### config.mk
export PLATFORM = sky130hd
export DESIGN_NAME = stick_input_conditioner_unit_flat
export DESIGN_NICKNAME = d
export VERILOG_FILES = /design/src/rtl/core/sic_pkg.sv /design/src/rtl/core/sic_in_if.sv /design/src/rtl/core/sic_out_if.sv /design/src/rtl/core/sic_cfg_if.sv /design/src/rtl/core/sic_lane.sv /design/src/rtl/core/sic_ctrl.sv /design/src/rtl/core/sic_merge.sv /design/src/rtl/core/stick_input_conditioner_unit.sv /design/src/flat_wrapper.sv
export SDC_FILE = /design/constraint.sdc
export NUM_CORES = 2
export LEC_CHECK = 0
export ABC_CLOCK_PERIOD_IN_PS = 15450
export BUFFER_PORTS_ARGS = -buffer_cell sky130_fd_sc_hd__buf_2
export CORE_AREA = 2 2 326 247
export CTS_BUF_LIST = sky130_fd_sc_hd__clkbuf_4
export DETAILED_ROUTE_END_ITERATION = 8
export DIE_AREA = 0 0 328 249
export GPL_ROUTABILITY_DRIVEN = 0
export GPL_TIMING_DRIVEN = 0
export MAX_ROUTING_LAYER = met4
export PLACE_DENSITY = 0.79
export SLEW_MARGIN = 20
export SYNTH_ARGS = -nofsm -noshare
export SYNTH_HDL_FRONTEND = slang
export SYNTH_SLANG_ARGS = --single-unit
### constraint.sdc
create_clock -name clk -period 15.45 [get_ports clk]
set_input_delay 3.09 -clock clk [delete_from_list [all_inputs] [get_ports clk]]
set_output_delay 3.09 -clock clk [all_outputs]
set_load 0.005 [all_outputs]
### src/rtl/core/sic_pkg.sv
// ----------------------------------------------------------------------------
// sic_pkg
// Shared widths, codes and types of the stick input conditioner.
// ----------------------------------------------------------------------------
`default_nettype none

package sic_pkg;

  // field widths
  localparam int RAW_W      = 12;
  localparam int KEY_W      = 4;
  localparam int VAL_W      = 10;
  localparam int STEP_W     = 7;
  localparam int CENTER_W   = 10;
  localparam int TRIM_W     = 11;
  localparam int OFF_W      = 11;
  localparam int SUM_W      = 15;
  localparam int CAL_W      = 4;
  localparam int CFG_ADDR_W = 2;
  localparam int CFG_DATA_W = 10;
  localparam int NUM_LANES  = 4;

  // value limits
  localparam int OUT_MAX    = 1000;
  localparam int TRIM_LIMIT = 1000;

  // reciprocal precision of the offset average
  localparam int DIV_SHIFT  = 20;

  // parameter defaults
  localparam int SAMPLE_BITS_DEF = 12;
  localparam int CAL_SAMPLES_DEF = 10;

  // register reset values
  localparam logic [STEP_W-1:0]   TRIM_STEP_RST    = STEP_W'(10);
  localparam logic [CENTER_W-1:0] STICK_CENTER_RST = CENTER_W'(500);

  // lane order
  localparam int LANE_YAW      = 0;
  localparam int LANE_THROTTLE = 1;
  localparam int LANE_PITCH    = 2;
  localparam int LANE_ROLL     = 3;

  typedef enum logic [KEY_W-1:0] {
    KEY_NONE     = 4'd0,
    KEY_STOP     = 4'd1,
    KEY_HOLD     = 4'd2,
    KEY_CAL      = 4'd3,
    KEY_UNLOCK   = 4'd4,
    KEY_ROLL_DN  = 4'd5,
    KEY_ROLL_UP  = 4'd6,
    KEY_PITCH_DN = 4'd7,
    KEY_PITCH_UP = 4'd8
  } key_t;

  typedef enum logic [CFG_ADDR_W-1:0] {
    CFG_TRIM_STEP    = 2'd0,
    CFG_STICK_CENTER = 2'd1
  } cfg_idx_t;

  // per-beat control from the key logic to every lane
  typedef struct packed {
    logic clear;   // calibration start: offsets and sums cleared
    logic sample;  // this beat is a calibration sample
    logic last;    // last calibration sample, offsets written
  } lane_ctl_t;

  typedef struct packed {
    logic stop;
    logic hold;
    logic unlock;
    logic calibrating;
  } status_t;

endpackage

`default_nettype wire

### src/rtl/core/sic_in_if.sv
// ----------------------------------------------------------------------------
// sic_in_if
// Raw stick sample channel: four converter samples and a key code.
// ----------------------------------------------------------------------------
`default_nettype none

interface sic_in_if;
  logic                         valid;
  logic                         ready;
  logic [sic_pkg::RAW_W-1:0]    raw_yaw;
  logic [sic_pkg::RAW_W-1:0]    raw_throttle;
  logic [sic_pkg::RAW_W-1:0]    raw_pitch;
  logic [sic_pkg::RAW_W-1:0]    raw_roll;
  logic [sic_pkg::KEY_W-1:0]    key_code;

  modport source (
    output valid, raw_yaw, raw_throttle, raw_pitch, raw_roll, key_code,
    input  ready
  );
  modport sink (
    input  valid, raw_yaw, raw_throttle, raw_pitch, raw_roll, key_code,
    output ready
  );
endinterface

`default_nettype wire

### src/rtl/core/sic_out_if.sv
// ----------------------------------------------------------------------------
// sic_out_if
// Conditioned stick channel: four control values and status flags.
// ----------------------------------------------------------------------------
`default_nettype none

interface sic_out_if;
  logic                         valid;
  logic                         ready;
  logic [sic_pkg::VAL_W-1:0]    yaw_out;
  logic [sic_pkg::VAL_W-1:0]    throttle_out;
  logic [sic_pkg::VAL_W-1:0]    pitch_out;
  logic [sic_pkg::VAL_W-1:0]    roll_out;
  logic                         stop_flag;
  logic                         hold_height_flag;
  logic                         unlock_flag;
  logic                         calibrating;

  modport source (
    output valid, yaw_out, throttle_out, pitch_out, roll_out,
           stop_flag, hold_height_flag, unlock_flag, calibrating,
    input  ready
  );
  modport sink (
    input  valid, yaw_out, throttle_out, pitch_out, roll_out,
           stop_flag, hold_height_flag, unlock_flag, calibrating,
    output ready
  );
endinterface

`default_nettype wire

### src/rtl/core/sic_cfg_if.sv
// ----------------------------------------------------------------------------
// sic_cfg_if
// Register write channel: register index and write data.
// ----------------------------------------------------------------------------
`default_nettype none

interface sic_cfg_if;
  logic                            valid;
  logic                            ready;
  logic [sic_pkg::CFG_ADDR_W-1:0]  addr;
  logic [sic_pkg::CFG_DATA_W-1:0]  data;

  modport source (output valid, addr, data, input ready);
  modport sink   (input valid, addr, data, output ready);
endinterface

`default_nettype wire

### src/rtl/core/sic_lane.sv
// ----------------------------------------------------------------------------
// sic_lane
// One stick channel: scaling stage, calibration sum and offset, trim and
// clamp of the conditioned value.
// ----------------------------------------------------------------------------
`default_nettype none

module sic_lane #(
  parameter int SAMPLE_BITS = sic_pkg::SAMPLE_BITS_DEF,
  parameter int CAL_SAMPLES = sic_pkg::CAL_SAMPLES_DEF
) (
  input  wire logic                                clk,
  input  wire logic                                rst_n,
  input  wire logic                                load,
  input  wire logic                                fire,
  input  wire logic [sic_pkg::RAW_W-1:0]           raw,
  input  wire sic_pkg::lane_ctl_t                  ctl,
  input  wire logic signed [sic_pkg::TRIM_W-1:0]   trim,
  input  wire logic [sic_pkg::CENTER_W-1:0]        center,
  output logic [sic_pkg::VAL_W-1:0]                value
);

  // x*1000/full via reciprocal, exact for x <= full with a 2*SB shift
  localparam longint unsigned FULL      = (64'd1 << SAMPLE_BITS) - 64'd1;
  localparam int              SCL_SHIFT = 2 * SAMPLE_BITS;
  localparam int              MUL_W     = SAMPLE_BITS + 11;
  localparam longint unsigned SCL_MUL   =
    ((64'd1000 << SCL_SHIFT) + FULL - 64'd1) / FULL;
  localparam int              PROD_W    = SAMPLE_BITS + MUL_W;

  localparam int              RECIP_W   = sic_pkg::DIV_SHIFT + 1;
  localparam logic [RECIP_W-1:0] RECIP  = RECIP_W'(
    ((64'd1 << sic_pkg::DIV_SHIFT) + 64'(CAL_SAMPLES) - 64'd1) / 64'(CAL_SAMPLES));
  localparam int              DPROD_W   = sic_pkg::SUM_W + RECIP_W;

  localparam int              V_W       = 13;

  logic [SAMPLE_BITS-1:0]               x;
  logic [PROD_W-1:0]                    scl_prod;
  logic [sic_pkg::VAL_W-1:0]            scaled_r;

  logic signed [sic_pkg::SUM_W-1:0]     sum_r, sum_nxt;
  logic signed [sic_pkg::OFF_W-1:0]     offset_r, offset_nxt;
  logic signed [sic_pkg::OFF_W-1:0]     offset_eff;
  logic signed [sic_pkg::SUM_W-1:0]     delta;
  logic signed [sic_pkg::SUM_W-1:0]     sum_add;
  logic [sic_pkg::SUM_W-1:0]            mag;
  logic [DPROD_W-1:0]                   div_prod;
  logic [sic_pkg::OFF_W-1:0]            quot;
  logic signed [V_W-1:0]                v;

  // stage a: scaling
  assign x        = SAMPLE_BITS'(raw);
  assign scl_prod = PROD_W'(x) * PROD_W'(MUL_W'(SCL_MUL));

  always_ff @(posedge clk) begin
    if (load) begin
      scaled_r <= scl_prod[SCL_SHIFT +: sic_pkg::VAL_W];
    end
  end

  // stage b: value and calibration
  assign offset_eff = ctl.clear ? '0 : offset_r;
  assign delta      = sic_pkg::SUM_W'($signed({1'b0, scaled_r}))
                    - sic_pkg::SUM_W'($signed({1'b0, center}));
  assign sum_add    = sum_r + delta;
  assign mag        = sum_add[sic_pkg::SUM_W-1] ? sic_pkg::SUM_W'(-sum_add)
                                                : sic_pkg::SUM_W'(sum_add);
  assign div_prod   = DPROD_W'(mag) * DPROD_W'(RECIP);
  assign quot       = div_prod[sic_pkg::DIV_SHIFT +: sic_pkg::OFF_W];

  always_comb begin
    sum_nxt    = sum_r;
    offset_nxt = offset_r;
    if (ctl.clear) begin
      sum_nxt    = '0;
      offset_nxt = '0;
    end else if (ctl.sample) begin
      sum_nxt = sum_add;
      if (ctl.last) begin
        offset_nxt = sum_add[sic_pkg::SUM_W-1] ? $signed(-quot) : $signed(quot);
      end
    end
  end

  always_ff @(posedge clk) begin
    if (!rst_n) begin
      sum_r    <= '0;
      offset_r <= '0;
    end else if (fire) begin
      sum_r    <= sum_nxt;
      offset_r <= offset_nxt;
    end
  end

  assign v = V_W'($signed({1'b0, scaled_r})) - V_W'(offset_eff) + V_W'(trim);

  always_comb begin
    if (v >= V_W'(sic_pkg::OUT_MAX)) begin
      value = sic_pkg::VAL_W'(sic_pkg::OUT_MAX);
    end else if (v <= 0) begin
      value = '0;
    end else begin
      value = v[sic_pkg::VAL_W-1:0];
    end
  end

endmodule

`default_nettype wire

### src/rtl/core/sic_ctrl.sv
// ----------------------------------------------------------------------------
// sic_ctrl
// Key edge logic: sticky request flags, pitch and roll trims and the
// calibration sample counter.
// ----------------------------------------------------------------------------
`default_nettype none

module sic_ctrl #(
  parameter int CAL_SAMPLES = sic_pkg::CAL_SAMPLES_DEF
) (
  input  wire logic                                clk,
  input  wire logic                                rst_n,
  input  wire logic                                fire,
  input  wire logic [sic_pkg::KEY_W-1:0]           key,
  input  wire logic [sic_pkg::STEP_W-1:0]          trim_step,
  output sic_pkg::lane_ctl_t                       ctl,
  output logic signed [sic_pkg::TRIM_W-1:0]        pitch_trim,
  output logic signed [sic_pkg::TRIM_W-1:0]        roll_trim,
  output sic_pkg::status_t                         status
);

  localparam logic [sic_pkg::CAL_W-1:0] CAL_LOAD = sic_pkg::CAL_W'(CAL_SAMPLES);

  logic [sic_pkg::KEY_W-1:0]            prev_key_r;
  logic [sic_pkg::CAL_W-1:0]            cal_r, cal_nxt;
  logic signed [sic_pkg::TRIM_W-1:0]    pitch_trim_r, pitch_trim_nxt;
  logic signed [sic_pkg::TRIM_W-1:0]    roll_trim_r, roll_trim_nxt;
  logic [2:0]                           flags_r, flags_nxt;
  logic                                 key_edge;
  logic                                 cal_start;

  function automatic logic signed [sic_pkg::TRIM_W-1:0] trim_add(
    input logic signed [sic_pkg::TRIM_W-1:0] t,
    input logic [sic_pkg::STEP_W-1:0]        step,
    input logic                              down
  );
    logic signed [sic_pkg::TRIM_W:0] d;
    logic signed [sic_pkg::TRIM_W:0] s;
    d = $signed({{(sic_pkg::TRIM_W + 1 - sic_pkg::STEP_W){1'b0}}, step});
    if (down) begin
      d = -d;
    end
    s = (sic_pkg::TRIM_W + 1)'(t) + d;
    if (s > (sic_pkg::TRIM_W + 1)'(sic_pkg::TRIM_LIMIT)) begin
      s = (sic_pkg::TRIM_W + 1)'(sic_pkg::TRIM_LIMIT);
    end else if (s < -(sic_pkg::TRIM_W + 1)'(sic_pkg::TRIM_LIMIT)) begin
      s = -(sic_pkg::TRIM_W + 1)'(sic_pkg::TRIM_LIMIT);
    end
    return s[sic_pkg::TRIM_W-1:0];
  endfunction

  // keys only count while no calibration is gathering
  assign key_edge  = (cal_r == '0) && (key != prev_key_r);
  assign cal_start = key_edge && (sic_pkg::key_t'(key) == sic_pkg::KEY_CAL);

  always_comb begin
    cal_nxt        = cal_r;
    pitch_trim_nxt = pitch_trim_r;
    roll_trim_nxt  = roll_trim_r;
    flags_nxt      = flags_r;
    if (cal_r != '0) begin
      cal_nxt = cal_r - 1'b1;
    end else if (key_edge) begin
      case (sic_pkg::key_t'(key))
        sic_pkg::KEY_STOP:     flags_nxt[0] = 1'b1;
        sic_pkg::KEY_HOLD:     flags_nxt[1] = 1'b1;
        sic_pkg::KEY_UNLOCK:   flags_nxt[2] = 1'b1;
        sic_pkg::KEY_CAL: begin
          pitch_trim_nxt = '0;
          roll_trim_nxt  = '0;
          cal_nxt        = CAL_LOAD;
        end
        sic_pkg::KEY_ROLL_DN:  roll_trim_nxt  = trim_add(roll_trim_r, trim_step, 1'b1);
        sic_pkg::KEY_ROLL_UP:  roll_trim_nxt  = trim_add(roll_trim_r, trim_step, 1'b0);
        sic_pkg::KEY_PITCH_DN: pitch_trim_nxt = trim_add(pitch_trim_r, trim_step, 1'b1);
        sic_pkg::KEY_PITCH_UP: pitch_trim_nxt = trim_add(pitch_trim_r, trim_step, 1'b0);
        default: ;
      endcase
    end
  end

  // the beat sees the trims and flags after its own key
  always_comb begin
    ctl.clear          = cal_start;
    ctl.sample         = (cal_r != '0);
    ctl.last           = (cal_r == sic_pkg::CAL_W'(1));
    pitch_trim         = pitch_trim_nxt;
    roll_trim          = roll_trim_nxt;
    status.stop        = flags_nxt[0];
    status.hold        = flags_nxt[1];
    status.unlock      = flags_nxt[2];
    status.calibrating = (cal_r != '0) || cal_start;
  end

  always_ff @(posedge clk) begin
    if (!rst_n) begin
      prev_key_r   <= '0;
      cal_r        <= '0;
      pitch_trim_r <= '0;
      roll_trim_r  <= '0;
      flags_r      <= '0;
    end else if (fire) begin
      prev_key_r   <= key;
      cal_r        <= cal_nxt;
      pitch_trim_r <= pitch_trim_nxt;
      roll_trim_r  <= roll_trim_nxt;
      flags_r      <= flags_nxt;
    end
  end

  a_cal_bound: assert property (@(posedge clk) disable iff (!rst_n)
    cal_r <= CAL_LOAD)
    else $error("calibration counter above sample count");

  a_trim_range: assert property (@(posedge clk) disable iff (!rst_n)
    pitch_trim_r <= sic_pkg::TRIM_W'(sic_pkg::TRIM_LIMIT)
    && pitch_trim_r >= -sic_pkg::TRIM_W'(sic_pkg::TRIM_LIMIT)
    && roll_trim_r <= sic_pkg::TRIM_W'(sic_pkg::TRIM_LIMIT)
    && roll_trim_r >= -sic_pkg::TRIM_W'(sic_pkg::TRIM_LIMIT))
    else $error("trim outside saturation limits");

  a_cal_clears: assert property (@(posedge clk) disable iff (!rst_n)
    fire && cal_start |=> pitch_trim_r == '0 && roll_trim_r == '0 && cal_r == CAL_LOAD)
    else $error("calibration start did not clear trims");

  a_flags_sticky: assert property (@(posedge clk) disable iff (!rst_n)
    (flags_r & ~$past(flags_r)) == '0 || $past(fire))
    else $error("request flag changed without a beat");

endmodule

`default_nettype wire

### src/rtl/core/sic_merge.sv
// ----------------------------------------------------------------------------
// sic_merge
// Collects the lane values and status into the registered result beat.
// ----------------------------------------------------------------------------
`default_nettype none

module sic_merge (
  input  wire logic                                clk,
  input  wire logic                                rst_n,
  input  wire logic                                load,
  input  wire logic                                out_ready,
  input  wire logic [sic_pkg::VAL_W-1:0]           values [sic_pkg::NUM_LANES],
  input  wire sic_pkg::status_t                    status,
  output logic                                     out_valid,
  output logic [sic_pkg::VAL_W-1:0]                yaw,
  output logic [sic_pkg::VAL_W-1:0]                throttle,
  output logic [sic_pkg::VAL_W-1:0]                pitch,
  output logic [sic_pkg::VAL_W-1:0]                roll,
  output sic_pkg::status_t                         status_out
);

  logic valid_r, valid_nxt;

  always_comb begin
    valid_nxt = valid_r;
    if (load) begin
      valid_nxt = 1'b1;
    end else if (out_ready) begin
      valid_nxt = 1'b0;
    end
  end

  always_ff @(posedge clk) begin
    if (!rst_n) begin
      valid_r <= 1'b0;
    end else begin
      valid_r <= valid_nxt;
    end
  end

  always_ff @(posedge clk) begin
    if (load) begin
      yaw        <= values[sic_pkg::LANE_YAW];
      throttle   <= values[sic_pkg::LANE_THROTTLE];
      pitch      <= values[sic_pkg::LANE_PITCH];
      roll       <= values[sic_pkg::LANE_ROLL];
      status_out <= status;
    end
  end

  assign out_valid = valid_r;

endmodule

`default_nettype wire

### src/rtl/core/stick_input_conditioner_unit.sv
// ----------------------------------------------------------------------------
// stick_input_conditioner_unit
// Four-lane stick conditioner with key driven flags, trims and calibration.
// ----------------------------------------------------------------------------
// in_ch carries one beat per sample set: four raw converter samples and the
// key code. out_ch returns one beat per input beat, in order: four values
// in 0..1000 and the stop, hold height, unlock and calibrating flags.
// cfg_ch writes trim_step (index 0) and stick_center (index 1); it is always
// ready. The user must write it only while no beat is in flight; the block
// itself does not enforce this. A result passes through the scaling register
// of each lane and then the output register, which loads it together with
// the key and calibration update.
// Throughput: one beat per cycle while the receiver takes each result, set
// by the key and calibration state update shared by the lanes.
// When the receiver stalls, the output register holds its beat and the
// scaling stage still takes one more beat; in_ch.ready falls once both are
// full. Reset clears flags, trims, offsets, sums, the calibration counter
// and the previous key, and loads trim_step 10 and stick_center 500.
// ----------------------------------------------------------------------------
`default_nettype none

module stick_input_conditioner_unit #(
  parameter int SAMPLE_BITS = sic_pkg::SAMPLE_BITS_DEF,
  parameter int CAL_SAMPLES = sic_pkg::CAL_SAMPLES_DEF
) (
  input  wire logic  clk,
  input  wire logic  rst_n,
  sic_in_if.sink     in_ch,
  sic_out_if.source  out_ch,
  sic_cfg_if.sink    cfg_ch
);

  logic [sic_pkg::STEP_W-1:0]          trim_step_r, trim_step_nxt;
  logic [sic_pkg::CENTER_W-1:0]        center_r, center_nxt;
  logic                                valid_a_r, valid_a_nxt;
  logic [sic_pkg::KEY_W-1:0]           key_a_r;
  logic                                load_a;
  logic                                fire;
  logic                                out_valid;
  sic_pkg::lane_ctl_t                  ctl;
  sic_pkg::status_t                    status;
  sic_pkg::status_t                    status_q;
  logic signed [sic_pkg::TRIM_W-1:0]   pitch_trim, roll_trim;
  logic [sic_pkg::RAW_W-1:0]           raw    [sic_pkg::NUM_LANES];
  logic signed [sic_pkg::TRIM_W-1:0]   trims  [sic_pkg::NUM_LANES];
  logic [sic_pkg::CENTER_W-1:0]        ctrs   [sic_pkg::NUM_LANES];
  logic [sic_pkg::VAL_W-1:0]           values [sic_pkg::NUM_LANES];

  // configuration registers
  assign cfg_ch.ready = 1'b1;

  always_comb begin
    trim_step_nxt = trim_step_r;
    center_nxt    = center_r;
    if (cfg_ch.valid) begin
      case (sic_pkg::cfg_idx_t'(cfg_ch.addr))
        sic_pkg::CFG_TRIM_STEP:    trim_step_nxt = cfg_ch.data[sic_pkg::STEP_W-1:0];
        sic_pkg::CFG_STICK_CENTER: center_nxt    = cfg_ch.data[sic_pkg::CENTER_W-1:0];
        default: ;
      endcase
    end
  end

  always_ff @(posedge clk) begin
    if (!rst_n) begin
      trim_step_r <= sic_pkg::TRIM_STEP_RST;
      center_r    <= sic_pkg::STICK_CENTER_RST;
    end else begin
      trim_step_r <= trim_step_nxt;
      center_r    <= center_nxt;
    end
  end

  // two-stage flow: scaling stage, then state update into the output beat
  assign fire        = valid_a_r && (!out_valid || out_ch.ready);
  assign in_ch.ready = !valid_a_r || fire;
  assign load_a      = in_ch.valid && in_ch.ready;

  always_comb begin
    valid_a_nxt = valid_a_r;
    if (load_a) begin
      valid_a_nxt = 1'b1;
    end else if (fire) begin
      valid_a_nxt = 1'b0;
    end
  end

  always_ff @(posedge clk) begin
    if (!rst_n) begin
      valid_a_r <= 1'b0;
    end else begin
      valid_a_r <= valid_a_nxt;
    end
  end

  always_ff @(posedge clk) begin
    if (load_a) begin
      key_a_r <= in_ch.key_code;
    end
  end

  sic_ctrl #(
    .CAL_SAMPLES (CAL_SAMPLES)
  ) u_ctrl (
    .clk        (clk),
    .rst_n      (rst_n),
    .fire       (fire),
    .key        (key_a_r),
    .trim_step  (trim_step_r),
    .ctl        (ctl),
    .pitch_trim (pitch_trim),
    .roll_trim  (roll_trim),
    .status     (status)
  );

  // lane inputs; throttle calibrates against zero and has no trim
  assign raw[sic_pkg::LANE_YAW]        = in_ch.raw_yaw;
  assign raw[sic_pkg::LANE_THROTTLE]   = in_ch.raw_throttle;
  assign raw[sic_pkg::LANE_PITCH]      = in_ch.raw_pitch;
  assign raw[sic_pkg::LANE_ROLL]       = in_ch.raw_roll;
  assign trims[sic_pkg::LANE_YAW]      = '0;
  assign trims[sic_pkg::LANE_THROTTLE] = '0;
  assign trims[sic_pkg::LANE_PITCH]    = pitch_trim;
  assign trims[sic_pkg::LANE_ROLL]     = roll_trim;
  assign ctrs[sic_pkg::LANE_YAW]       = center_r;
  assign ctrs[sic_pkg::LANE_THROTTLE]  = '0;
  assign ctrs[sic_pkg::LANE_PITCH]     = center_r;
  assign ctrs[sic_pkg::LANE_ROLL]      = center_r;

  for (genvar g = 0; g < sic_pkg::NUM_LANES; g++) begin : g_lane
    sic_lane #(
      .SAMPLE_BITS (SAMPLE_BITS),
      .CAL_SAMPLES (CAL_SAMPLES)
    ) u_lane (
      .clk    (clk),
      .rst_n  (rst_n),
      .load   (load_a),
      .fire   (fire),
      .raw    (raw[g]),
      .ctl    (ctl),
      .trim   (trims[g]),
      .center (ctrs[g]),
      .value  (values[g])
    );
  end

  sic_merge u_merge (
    .clk        (clk),
    .rst_n      (rst_n),
    .load       (fire),
    .out_ready  (out_ch.ready),
    .values     (values),
    .status     (status),
    .out_valid  (out_valid),
    .yaw        (out_ch.yaw_out),
    .throttle   (out_ch.throttle_out),
    .pitch      (out_ch.pitch_out),
    .roll       (out_ch.roll_out),
    .status_out (status_q)
  );

  assign out_ch.valid            = out_valid;
  assign out_ch.stop_flag        = status_q.stop;
  assign out_ch.hold_height_flag = status_q.hold;
  assign out_ch.unlock_flag      = status_q.unlock;
  assign out_ch.calibrating      = status_q.calibrating;

endmodule

`default_nettype wire
### src/flat_wrapper.sv
// flat-port wrapper written by rule: the top's interface ports become plain ports
module stick_input_conditioner_unit_flat 
#(
  parameter int SAMPLE_BITS = sic_pkg::SAMPLE_BITS_DEF,
  parameter int CAL_SAMPLES = sic_pkg::CAL_SAMPLES_DEF
)
  (clk, rst_n, in_ch_valid, in_ch_raw_yaw, in_ch_raw_throttle, in_ch_raw_pitch, in_ch_raw_roll, in_ch_key_code, in_ch_ready, out_ch_valid, out_ch_yaw_out, out_ch_throttle_out, out_ch_pitch_out, out_ch_roll_out, out_ch_stop_flag, out_ch_hold_height_flag, out_ch_unlock_flag, out_ch_calibrating, out_ch_ready, cfg_ch_valid, cfg_ch_addr, cfg_ch_data, cfg_ch_ready);
  sic_in_if in_ch_i ();
  sic_out_if out_ch_i ();
  sic_cfg_if cfg_ch_i ();
  input  wire logic clk;
  input  wire logic rst_n;
  input wire logic [$bits(in_ch_i.valid)-1:0] in_ch_valid;
  input wire logic [$bits(in_ch_i.raw_yaw)-1:0] in_ch_raw_yaw;
  input wire logic [$bits(in_ch_i.raw_throttle)-1:0] in_ch_raw_throttle;
  input wire logic [$bits(in_ch_i.raw_pitch)-1:0] in_ch_raw_pitch;
  input wire logic [$bits(in_ch_i.raw_roll)-1:0] in_ch_raw_roll;
  input wire logic [$bits(in_ch_i.key_code)-1:0] in_ch_key_code;
  output wire logic [$bits(in_ch_i.ready)-1:0] in_ch_ready;
  output wire logic [$bits(out_ch_i.valid)-1:0] out_ch_valid;
  output wire logic [$bits(out_ch_i.yaw_out)-1:0] out_ch_yaw_out;
  output wire logic [$bits(out_ch_i.throttle_out)-1:0] out_ch_throttle_out;
  output wire logic [$bits(out_ch_i.pitch_out)-1:0] out_ch_pitch_out;
  output wire logic [$bits(out_ch_i.roll_out)-1:0] out_ch_roll_out;
  output wire logic [$bits(out_ch_i.stop_flag)-1:0] out_ch_stop_flag;
  output wire logic [$bits(out_ch_i.hold_height_flag)-1:0] out_ch_hold_height_flag;
  output wire logic [$bits(out_ch_i.unlock_flag)-1:0] out_ch_unlock_flag;
  output wire logic [$bits(out_ch_i.calibrating)-1:0] out_ch_calibrating;
  input wire logic [$bits(out_ch_i.ready)-1:0] out_ch_ready;
  input wire logic [$bits(cfg_ch_i.valid)-1:0] cfg_ch_valid;
  input wire logic [$bits(cfg_ch_i.addr)-1:0] cfg_ch_addr;
  input wire logic [$bits(cfg_ch_i.data)-1:0] cfg_ch_data;
  output wire logic [$bits(cfg_ch_i.ready)-1:0] cfg_ch_ready;
  assign in_ch_i.valid = in_ch_valid;
  assign in_ch_i.raw_yaw = in_ch_raw_yaw;
  assign in_ch_i.raw_throttle = in_ch_raw_throttle;
  assign in_ch_i.raw_pitch = in_ch_raw_pitch;
  assign in_ch_i.raw_roll = in_ch_raw_roll;
  assign in_ch_i.key_code = in_ch_key_code;
  assign in_ch_ready = in_ch_i.ready;
  assign out_ch_valid = out_ch_i.valid;
  assign out_ch_yaw_out = out_ch_i.yaw_out;
  assign out_ch_throttle_out = out_ch_i.throttle_out;
  assign out_ch_pitch_out = out_ch_i.pitch_out;
  assign out_ch_roll_out = out_ch_i.roll_out;
  assign out_ch_stop_flag = out_ch_i.stop_flag;
  assign out_ch_hold_height_flag = out_ch_i.hold_height_flag;
  assign out_ch_unlock_flag = out_ch_i.unlock_flag;
  assign out_ch_calibrating = out_ch_i.calibrating;
  assign out_ch_i.ready = out_ch_ready;
  assign cfg_ch_i.valid = cfg_ch_valid;
  assign cfg_ch_i.addr = cfg_ch_addr;
  assign cfg_ch_i.data = cfg_ch_data;
  assign cfg_ch_ready = cfg_ch_i.ready;
  stick_input_conditioner_unit #(.SAMPLE_BITS(SAMPLE_BITS), .CAL_SAMPLES(CAL_SAMPLES)) u_core (.clk(clk), .rst_n(rst_n), .in_ch(in_ch_i), .out_ch(out_ch_i), .cfg_ch(cfg_ch_i));
endmodule
* Word level (Yosys, flattened, before mapping)
Cells that the tools add are included.
Storage, ports and cells: bits in read-only memories 0, logic and storage cells 191, RAM bits 0, latch bits 0, register bits 244, output and inout bits 47, memories 0
Cells by class: reductions and logical operators 27, shifts and indexed selects 0, multiplexer cells 68, eq/ne operators 11, $mul 8, bitwise operators 0, divide/modulo/power cells 0, add/subtract/negate cells 27, magnitude comparators 16
Operators by type and width (count):
- $mux 11 | 32
- $mux 15 | 12
- $mul 12x22->34 const B | 4
- $mul 15x16->30 const B | 4
- $mux 12 | 6
- $pmux 11 s3 | 2
- $add 15x11->15 | 4
- $neg 15->15 | 4
- $gt 12x11->1 const B | 4
- $lt 12x11->1 const B | 4
- $sub 11x11->12 | 4
- $neg 11->11 | 4
- $mux 10 | 4
- $sub 10x10->11 | 3
- $add 12x11->13 | 2
- $ge 13x11->1 const B | 2
- $le 13x1->1 const B | 2
- $add 11x12->12 | 2
- $add 11x8->12 | 2
- $ge 12x11->1 const B | 2
- $le 12x1->1 const B | 2
- $eq 4x3->1 const B | 4
- $mux 4 | 3
- $neg 7->12 | 1
- other kinds (18) | 44

* Logic depth before layout (Yosys ltp)
word-level depth 14, gate-level depth with buffers 51

* Modules after synthesis
A second synthesis with hierarchy kept.
Unflattened totals: cells, all modules 5752, area, all modules 51166.6 µm²
By module, submodules not included:
- sic_lane (u_core.g_lane[0].u_lane ...) | times used 2, area each 11158.2 µm², cells an instance 1270
- sic_lane (u_core.g_lane[3].u_lane) | times used 1, area each 11069.4 µm², cells an instance 1242
- sic_lane (u_core.g_lane[2].u_lane) | times used 1, area each 10654.0 µm², cells an instance 1180
- sic_ctrl | times used 1, area each 4842.1 µm², cells an instance 654
- sic_merge | times used 1, area each 1362.6 µm², cells an instance 47
- stick_input_conditioner_unit | times used 1, area each 922.1 µm², cells an instance 89

* Least setup slack after synthesis
OpenSTA, ideal clock, no wires.
path kind flip-flop to flip-flop, start reg u_core.g_lane[3].u_lane.scaled_r[1] in the netlist's numbering, end reg u_core.g_lane[3].u_lane.offset_r[6] in the netlist's numbering, path slack 5045 ps, arrival 10288 ps, period minus slack after synthesis 10405 ps, required time 15333 ps, cell stages (with the launch flop) 46, path through edfxtp_1 -> ha_1 -> a21o_1 -> a21o_1 -> a21o_1 -> a21o_1 -> a21oi_1 -> nor2b_1 -> o21ai_0 -> nand2b_1 -> a21oi_1 -> xnor2_1 -> ha_1 -> a21oi_1 -> and2_1 -> nor2_1 -> o21ai_1 -> a21oi_1 -> [10 not listed] -> inv_1 -> fa_1 -> inv_1 -> fa_1 -> inv_1 -> ha_1 -> a21o_1 -> a21o_1 -> a21oi_1 -> o21ai_0 -> o21ai_0 -> nor2_1 -> a221oi_1 -> o211ai_1 -> nor4_1 -> nor2_1 -> xnor2_1 -> a22o_1
Between the ends: longest elaborated chain between the ends 10
RTL lines:
- start, declared | RTL line sic_lane.sv:40 | logic [sic_pkg::VAL_W-1:0] scaled_r;
- start signal, assigned | RTL line sic_lane.sv:58 | scaled_r <= scl_prod[SCL_SHIFT +: sic_pkg::VAL_W];
- $sub 10x10->11 * | RTL line sic_lane.sv:65 | - sic_pkg::SUM_W'($signed({1'b0, center}));
- $add 15x11->15 * | RTL line sic_lane.sv:66 | assign sum_add = sum_r + delta;
- $neg 15->15 | RTL line sic_lane.sv:67 | assign mag = sum_add[sic_pkg::SUM_W-1] ? sic_pkg::SUM_W'(-sum_add)
- $mux 15 | RTL line sic_lane.sv:67
- $mul 15x16->30 | RTL line sic_lane.sv:69 | assign div_prod = DPROD_W'(mag) * DPROD_W'(RECIP);
- $neg 11->11 | RTL line sic_lane.sv:81 | offset_nxt = sum_add[sic_pkg::SUM_W-1] ? $signed(-quot) : $signed(quot);
- $mux 11 * | RTL line sic_lane.sv:81
- $mux 11 * | RTL line sic_lane.sv:80 | if (ctl.last) begin
- $mux 11 * | RTL line sic_lane.sv:78 | end else if (ctl.sample) begin
- $mux 11 * | RTL line sic_lane.sv:75 | if (ctl.clear) begin
- end signal, assigned | RTL line sic_lane.sv:92 | offset_r <= offset_nxt;
- end, declared | RTL line sic_lane.sv:43 | logic signed [sic_pkg::OFF_W-1:0] offset_r, offset_nxt;
Mark *: on every way between the ends. The rest lies on a longest branch, timed or not. The select of a mux whose other input is x is not followed. A chain may end at the register's enable or synchronous reset.

* Worst setup path in the final report
start reg u_core.center_r[1] in the netlist's numbering, end reg u_core.g_lane[3].u_lane.offset_r[10] in the netlist's numbering
Between the ends: longest elaborated chain between the ends 10
RTL lines:
- start, declared | RTL line stick_input_conditioner_unit.sv:34 | logic [sic_pkg::CENTER_W-1:0] center_r, center_nxt;
- start signal, assigned | RTL line stick_input_conditioner_unit.sv:67 | center_r <= sic_pkg::STICK_CENTER_RST;
- start signal, assigned | RTL line stick_input_conditioner_unit.sv:70 | center_r <= center_nxt;
- $sub 10x10->11 * | RTL line sic_lane.sv:65
- $add 15x11->15 * | RTL line sic_lane.sv:66
- $neg 15->15 | RTL line sic_lane.sv:67
- $mux 15 | RTL line sic_lane.sv:67
- $mul 15x16->30 | RTL line sic_lane.sv:69
- $neg 11->11 | RTL line sic_lane.sv:81
- $mux 11 * | RTL line sic_lane.sv:81
- $mux 11 * | RTL line sic_lane.sv:80
- $mux 11 * | RTL line sic_lane.sv:78
- $mux 11 * | RTL line sic_lane.sv:75
Marks and branches as above.

==> summary.txt <==
GRT overflow -> 0
WS Path Type -> flip-flop to flip-flop
Crit start category -> flip-flop
Pre-antenna DRT Iters -> 6
Number of synthesized flops with an enable pin -> 88
Largest net degree at the start of global routing -> 45
Initial antenna violation count -> 4
CP required -> 16.13 ns
Longest Clk Path Bufs -> 3
CTS root buf -> clkbuf_4
Number of remaining DRC errors -> 0
IO Port Bufs -> 113
CP max stage delay -> 0.59 ns
CP startpoint -> u_core.center_r[1]$_SDFFE_PN0P_
Post-CTS setup buffer count -> 0
I/O Pins -> 116
Post-synth net total -> 6,699
Yosys cell types -> 98
Total routed wirelength -> 118 mm
Initial DRC Count -> 3,020
Ys flop type -> dfxtp_1
First-pass GRT wire length -> 192 mm
Status -> completed
Fmax -> 76.8 MHz
Min Tclk post-route -> 13.02 ns
Post_cts resized -> 0
Last element of the critical path -> u_core.g_lane[3].u_lane.offset_r[10]$_SDFFE_PN0P_
Clock slew at reported path FFs -> 0.08 ns
Most frequent CP cell -> a21o_1
Wire per inst -> 18.2 um
Die ar. -> 81,700 um2
Core Box Area -> 78,300 um2
Mapped cell area -> 46,700 um2
Max-slew headroom -> 29.0%
Worst flop-to-flop path startpoint -> u_core.center_r[1]$_SDFFE_PN0P_
Yosys reg bits -> 244
Global Route Usage Sum -> 29.9%
Area post-placement -> 48,600 um2
Layout cell share with drive strength beyond 1 -> 5.42%
Most frequent cells in the layout -> ha_1 (953), inv_1 (948), fa_1 (498)
Slowest CP cell -> xor2_1
Starting Density -> 59.7%
Worst-skew pair later-pin latency -> 0.81 ns
DR vias -> 37.5k
Worst R2R Path Depth -> 46
Crit end category -> flip-flop
Vias in the first global route -> 37.2k
Die height -> 249 um
# setup viols final -> 0
RSZ-0062 raised after global routing -> false
CP arrival -> 13.70 ns
Antenna viol nets, final -> 0
Synth Warn # -> 0
Hold Vio Cnt, Final -> 0
Commonest non-fill, non-tap cell in the layout -> ha_1
Cells after Synth -> 5,179
Syn avg cell area -> 9.02 um2
Via density -> 5.79
Sequential element share of the synthesized area -> 12.3%
CTS tree -> built
Ys async rst share -> 0%
Die W -> 328 um
Final nets -> 6,885
Hold Buf Count CTS -> 0
Post-DP HPWL -> 101 mm
Setup TNS -> 0 ns
Max Cap Violations -> 0
Period utilisation layout -> 84.3%
Hold Path Class -> flip-flop to flip-flop
Crit-path max FO -> 10
H-tree Lvls -> 3
Total CTS buffers -> 69
Post-Layout Inst Area -> 49,600 um2
# clock sinks -> 244
Setup slack, reg-to-reg -> 2.43 ns
Setup Skew -> 0.0511 ns
Rows -> 89
R2r endpoint -> u_core.g_lane[3].u_lane.offset_r[10]$_SDFFE_PN0P_
Layout area overhead -> 6.17%
Fin. max-slew vios -> 0
Least-Margin Pin Slew -> 1.06 ns
-- worst max-delay path, delay by kind of cell (launching register included) --
family / cells / cell delay [ns]
muxes: 1 / 0.24
AOI/OAI and AO/OA: 19 / 4.52
buffers and inverters: 7 / 1.45
DFF: 1 / 0.33
adders and majority gates: 9 / 3.96
xor gates and xnor gates: 3 / 1.26
and+or+nand+nor: 7 / 1.14
-- metrics by stage --
step                      hold WS, ns  utilization [%]  worst slack, ns  cells
final                           0.450             63.4             2.43   6470
after global routing            0.474             63.4             1.66   6470
after CTS                       0.450             63.3             2.73   6466
after detailed placement        0.441             62.1             2.75   6340
after global placement          0.428             62.1             3.05   6338
after floorplan                 0.417                -             5.05   5179
-- logic make-up after synthesis --
| group | count (synthesis) | share of synthesized area (%) |
|---|---|---|
| fa+ha+maj | 1460 | 47.1 |
| other cells | 1 | 0.00803 |
| flops | 244 | 12.3 |
| compound gates | 1003 | 14.2 |
| buf+inv | 1024 | 8.24 |
| mux | 32 | 0.688 |
| simple gates | 1089 | 11.4 |
| xor+xnor | 326 | 6.13 |
-- Yosys cell counts, drive strengths merged, types with 13 or more instances --
cell type | number | share of area (%)
a21boi | 25 | 0.40
o211ai | 33 | 0.54
nor3 | 66 | 0.71
nand4 | 36 | 0.48
ha | 953 | 26
a31oi | 26 | 0.35
or2 | 29 | 0.39
o21bai | 21 | 0.34
nand2 | 265 | 2.1
inv | 948 | 7.6
o21a | 38 | 0.61
dfxtp | 156 | 6.7
fa | 498 | 21
mux2i | 31 | 0.66
a211oi | 23 | 0.37
nor3b | 16 | 0.26
nor2b | 45 | 0.60
a21oi | 259 | 2.8
xor2 | 108 | 2.0
clkbuf | 66 | 0.53
a22oi | 60 | 0.96
edfxtp | 88 | 5.7
a21o | 159 | 2.6
nand2b | 39 | 0.52
and2 | 54 | 0.72
a2111oi | 13 | 0.26
or3 | 24 | 0.32
and3 | 39 | 0.53
xnor2 | 218 | 4.1
nor4 | 28 | 0.44
o31ai | 17 | 0.29
nand3 | 71 | 0.77
o21ai | 200 | 2.1
nor2 | 330 | 2.7
-- routing by layer --
layer	GRT usage (%)	vias up	wire (um)
met2	42.4	1380	48800
met4	6.66	0	2490
met5	-	-	0
li1	-	18000	-
met1	43.7	17900	55300
met3	5.93	175	11100
-- layout make-up --
| cell class | count | area, um2 |
|---|---|---|
| well taps | 1046 | 1310 |
| multi-input cells | 3911 | 37100 |
| flip-flops and latches | 244 | 5770 |
| plain buffers | 75 | 288 |
| clock buffers | 105 | 788 |
| fillers | 6374 | 28700 |
| diodes | 4 | 10.0 |
| repair buffers | 115 | 613 |
| clock inverters | 21 | 156 |
| inverters | 949 | 3560 |
-- registers in the layout, indices dropped and copies added (netlist names), 7 cells and up --
| register | flops |
|---|---|
| u_core.center_r | 10 |
| u_core.g_lane.u_lane.offset_r | 44 |
| u_core.g_lane.u_lane.scaled_r | 40 |
| u_core.g_lane.u_lane.sum_r | 60 |
| u_core.trim_step_r | 7 |
| u_core.u_ctrl.pitch_trim_r | 11 |
| u_core.u_ctrl.roll_trim_r | 11 |
| u_core.u_merge.pitch | 10 |
| u_core.u_merge.roll | 10 |
| u_core.u_merge.throttle | 10 |
| u_core.u_merge.yaw | 10 |
-- worst min path at each step --
stage	from	endpoint	slack, ns	cells after the start
floorplan	u_core.g_lane[2].u_lane.offset_r[6]$_SDFFE_PN0P_	u_core.g_lane[2].u_lane.offset_r[6]$_SDFFE_PN0P_	0.42	2
global placement	u_core.g_lane[3].u_lane.offset_r[8]$_SDFFE_PN0P_	u_core.g_lane[3].u_lane.offset_r[8]$_SDFFE_PN0P_	0.43	2
detailed placement	u_core.g_lane[0].u_lane.offset_r[5]$_SDFFE_PN0P_	u_core.g_lane[0].u_lane.offset_r[5]$_SDFFE_PN0P_	0.44	2
CTS	u_core.g_lane[0].u_lane.offset_r[5]$_SDFFE_PN0P_	u_core.g_lane[0].u_lane.offset_r[5]$_SDFFE_PN0P_	0.45	2
global route	u_core.g_lane[0].u_lane.offset_r[5]$_SDFFE_PN0P_	u_core.g_lane[0].u_lane.offset_r[5]$_SDFFE_PN0P_	0.47	2
finish	u_core.g_lane[0].u_lane.offset_r[5]$_SDFFE_PN0P_	u_core.g_lane[0].u_lane.offset_r[5]$_SDFFE_PN0P_	0.45	2
Power is left out: the tool's default activity adds up to more than one toggle a clock period on the data nets, which glitch-free logic cannot reach.
